--- config.mk ---
export PLATFORM = sky130hd
export DESIGN_NAME = vtpd_matrix_mem
export DESIGN_NICKNAME = d
export VERILOG_FILES = /design/src/vtpd_pkg.sv /design/src/vtpd_matrix_mem.sv
export SDC_FILE = /design/constraint.sdc
export NUM_CORES = 1
export LEC_CHECK = 0
export BUFFER_PORTS_ARGS = -buffer_cell sky130_fd_sc_hd__buf_4
export CORE_MARGIN = 4
export CORE_UTILIZATION = 45
export CTS_CLUSTER_DIAMETER = 60
export DETAILED_ROUTE_END_ITERATION = 10
export PLACE_DENSITY_LB_ADDON = 0.2
export SKIP_CTS_REPAIR_TIMING = 1
export SLEW_MARGIN = 10
export SYNTH_ARGS = -nofsm -noshare
export SYNTH_HDL_FRONTEND = slang
export SYNTH_SLANG_ARGS = --single-unit
--- constraint.sdc ---
create_clock -name clk -period 4.42 [get_ports clk]
set_input_delay 0.884 -clock clk [delete_from_list [all_inputs] [get_ports clk]]
set_output_delay 0.884 -clock clk [all_outputs]
set_load 0.03 [all_outputs]
--- src/vtpd_pkg.sv ---
// Shared constants and types for the vertex transform with perspective divide.
`default_nettype none
package vtpd_pkg;
  localparam int FRAC_BITS = 16;
  localparam int QB        = 33;             // quotient magnitude bits
  localparam int NUM_W     = 32 + FRAC_BITS; // dividend magnitude width
  localparam int PIPE_LEN  = 4 + QB;

  localparam logic KIND_LOAD   = 1'b0;
  localparam logic KIND_VERTEX = 1'b1;

  localparam logic [31:0] FIX_ONE = 32'(64'd1 << FRAC_BITS);

  typedef logic signed [31:0] fix_t;

  typedef struct packed {
    logic [31:0] tx;
    logic [31:0] ty;
    logic [31:0] tz;
    logic        wz;
    logic        sat;
    logic [2:0]  neg;
  } side_t;
endpackage
`default_nettype wire

--- src/vtpd_matrix_mem.sv ---
// Matrix memory: four rows of four elements, registered read, identity until written.
`default_nettype none
module vtpd_matrix_mem
  import vtpd_pkg::*;
(
  input  wire logic        clk,
  input  wire logic        rst,
  input  wire logic        we,
  input  wire logic [1:0]  row,
  input  wire logic [1:0]  col,
  input  wire logic [31:0] wdata,
  input  wire logic        rd_en,
  output fix_t             m [16]
);
  logic [3:0][31:0] mem [4];
  logic [3:0][31:0] rd_row [4];
  logic [15:0]      elem_vld;
  logic [15:0]      rd_vld;

  always_ff @(posedge clk) begin
    if (we) begin
      mem[row][col] <= wdata;
    end
    if (rd_en) begin
      for (int r = 0; r < 4; r++) rd_row[r] <= mem[r];
      rd_vld <= elem_vld;
    end
  end

  always_ff @(posedge clk) begin
    if (rst) begin
      elem_vld <= '0;
    end else if (we) begin
      elem_vld[{row, col}] <= 1'b1;
    end
  end

  always_comb begin
    for (int r = 0; r < 4; r++) begin
      for (int c = 0; c < 4; c++) begin
        if (rd_vld[r*4+c]) m[r*4+c] = rd_row[r][c];
        else if (r == c)   m[r*4+c] = FIX_ONE;
        else               m[r*4+c] = '0;
      end
    end
  end
endmodule
`default_nettype wire

==> summary.txt <==
Outcome
  – Outcome: complete, no violations

Floorplan
  – Die area: 83000 um^2
  – # rows: 102
  – Core Box Area: 77600 um^2
  – Starting Density: 45.5%
  – Total I/O pin count: 552
  – Die span in y: 288 um
  – Die W: just under 300 um

Clocking
  – Clk buf depth: 3
  – # H-tree levels: 3
  – Worst-Skew Late Latency: 0.66 ns
  – Root buffer cell: clkbuf_16
  – CTS tree: done
  – Worst-path clk slew: 0.06 ns
  – Clk sinks: 1056
  – CTS Buf Count: 102

Setup path
  – WP buf/inv: 1
  – CP max stage delay: about 1.1 ns
  – Worst r2r dst: elem_vld[10]$_SDFFE_PP0P_
  – Worst path cell trace: and2_1 > buf_4
  – Slowest cell on crit path: edfxtp_1
  – CP Capture Type: output port
  – CP delay by family, top: flip-flops
  – Crit-path max FO: 32
  – Crit path launch: rd_vld[15]$_DFFE_PP_
  – CP required: 3.54 ns
  – Reg2reg path depth: 2
  – Reg2reg start: elem_vld[10]$_SDFFE_PP0P_
  – Crit start category: flip-flop
  – Worst Path Arrival: about 2.3 ns
  – R2r setup slk: 3.69 ns
  – WS Path Type: flip-flop to output port

Synthesis
  – Post-Syn Area: 35300 um^2
  – Simple-gate share of the synthesized area: 9.52%
  – Yosys cell types: 18
  – Syn nets: between 1500 and 2000
  – XOR/XNOR share of the synthesized area: 0%
  – Top-area cell type share of the netlist area: about nine tenths
  – Post-synthesis sequential area ratio: 89.4%
  – Adder-cell share of the synthesized area: 0%
  – #FFs+latches synth: 1056
  – Area contributors post-synth: edfxtp_1, and2_1, dfxtp_1
  – Post-synth top area cell: edfxtp_1
  – Mux contribution to synthesized area: 0%
  – Compound-Gate Fraction of Synth Area: 0.354%
  – Post-synth EDFFs: approximately 1000
  – Post-Syn Instances: 1680
  – Synth async-reset ratio: 0%
  – Avg Inst Size Synth: around 21 um^2
  – Largest family of logic cells by synthesized area: simple AND/OR/NAND/NOR gates
  – Top-count cell post-synth: edfxtp_1
  – Most common library cells after synthesis: edfxtp_1, and2_1, clkbuf_1, dfxtp_1, inv_1
  – Synth Warn #: 0
  – Main synth FF type: edfxtp_1

Timing
  – Final setup fails: 0
  – Worst slew margin: 17.2%
  – Worst Tran Pin Value: about 1.2 ns
  – Final hold violation count: 0
  – Unrepaired setup endpoints after global routing: no
  – Hold WS: 0.404 ns
  – Slew Limit Fails: 0
  – Setup TNS: 0 ns
  – Fin crit share: 72.7%
  – Worst clock skew: 0.0149 ns
  – Fmax: 0.311 GHz
  – Final min period: 3.21 ns

Flow run
  – Max cap viols: 0

Final layout
  – Fillcell total: 5983
  – Final Instance Count excl. Fillers: ~3400
  – Multi-input gate area: 3600 um^2
  – Sequential cell area: about 32000 um^2
  – Area Growth Syn to Fin: 25.8%
  – NumNets Final: 2352
  – Layout cell share with drive strength beyond 1: 31.7%

Global route
  – Grt ovf: 0
  – Vias in the first global route: 17024
  – First-pass GRT wire length: ~120000 um
  – Largest net degree at the start of global routing: 90
  – Initial antenna violation count: 8
  – GRT Resource Usage Total: a little over a fifth

Min path
  – Hold Path Class: flip-flop to flip-flop
  – Min-delay src: mem[3][103]$_DFFE_PP_
  – Hold endpoint: rd_row[3][103]$_DFFE_PP_
  – Hold path depth: 0

Power
  – Clk pwr share: 40.9%
  – Sw power: 4.56 mW
  – Internal power: between 15 and 20 mW
  – Pwr dens: 478 nW/um^2
  – Comb pwr share: 5.4%
  – Sw Share: 21.5%
  – Maximum vdd ir drop: 0.000423 V
  – Sequential Power Share: about 54%
  – Leakage power: 16.2 nW

Placement
  – Detailed placement HPWL: about 58000 um
  – IO buf count: 551
  – GPL Wtd Cong: between 0.7 and 0.8
  – Dpl cells: ~3200

Route
  – DRC: 0
  – Final WL: 88100 um
  – DR vias/cell: ~4.9
  – DRT Pass-1 Iters: 5
  – Routed Antenna Nets: 0
  – DR vias: roughly 17000
  – Wire per inst: 25.6 um
  – DRT iter0 DRCs: 1381
layout by cell type, fill, tap and decap left out, types with 4 or more instances in the layout:
cell type | synthesis | final
and2_1 | 508 | 508
buf_12 | 0 | 6
buf_4 | 0 | 572
bufinv_16 | 0 | 9
clkbuf_1 | 48 | 16
clkbuf_16 | 0 | 106
clkbuf_8 | 0 | 6
clkinv_1 | 0 | 17
clkinv_2 | 0 | 23
clkinv_4 | 0 | 4
dfxtp_1 | 16 | 16
edfxtp_1 | 1040 | 1040
inv_1 | 16 | 16
nand2b_1 | 6 | 6
nor2_4 | 0 | 12
o22ai_1 | 12 | 12
o22ai_2 | 4 | 4
through the flow:
| step | setup slack (ns) | total power, mW | utilization [%] | area (um^2) |
|---|---|---|---|---|
| after floorplan | 0.558 | 12.1 | - | 35300 |
| after global placement | 1.36 | 12.7 | 52.8 | 40900 |
| after detailed placement | 1.29 | 12.8 | 52.8 | 40900 |
| after CTS | 1.03 | 21.4 | 57.1 | 44300 |
| after global routing | 0.962 | 21.9 | 57.2 | 44400 |
| final | 1.21 | 21.2 | 57.2 | 44400 |
power by group through the flow:
| stage | clock network, mW | logic (mW) | registers [mW] |
|---|---|---|---|
| floorplan | 0 | 0.526 | 11.5 |
| global placement | 0 | 1.16 | 11.6 |
| detailed placement | 0 | 1.16 | 11.6 |
| CTS | 8.86 | 1.17 | 11.4 |
| global route | 9.29 | 1.21 | 11.4 |
| finish | 8.67 | 1.15 | 11.4 |
flip-flops by register name (all words and copies together), names as in the netlist:
signal	cells
mem	512
rd_row	512
elem_vld	16
rd_vld	16
routing by layer:
| layer | GRT usage (%) | vias to the layer above | share of wire, % | wire (um) |
|---|---|---|---|---|
| li1 | - | 7482 | - | - |
| met1 | 26.4 | 8589 | 39 | 34300 |
| met2 | 36.1 | 594 | 51 | 45000 |
| met3 | 5.48 | 112 | 7.8 | 6880 |
| met4 | 5.74 | 2 | 2.2 | 1900 |
| met5 | 0 | - | 0.023 | 20 |
worst max path at each step:
stage | to | slack, ns | cells after the start
3_3_place_gp | mem[2][29]$_DFFE_PP_ | 1.36 | 3
5_1_grt | m[3] | 0.96 | 2
4_1_cts | m[100] | 1.03 | 2
3_5_place_dp | mem[2][22]$_DFFE_PP_ | 1.29 | 3
2_1_floorplan | mem[0][64]$_DFFE_PP_ | 0.56 | 2
6_report | m[3] | 1.21 | 2
cells by family (layout without fill, tap and decap cells):
family,Yosys count,after routing
AOI/OAI and AO/OA,16,16
buffers and inverters,69,787
DFF,1056,1056
other,0,2
and+or+nand+nor,539,539
area by class of cell:
cell class | instances | area share [%]
Clock inverter | 62 | 1.35
Multi-Input combinational cell | 555 | 8.10
Timing Repair Buffer | 581 | 10.1
Antenna cell | 2 | 0.0113
Sequential cell | 1056 | 71.1
Tap cell | 1040 | 2.93
Clock buffer | 128 | 6.30
Inverter | 16 | 0.135
(Power assumes the default switching activity.)
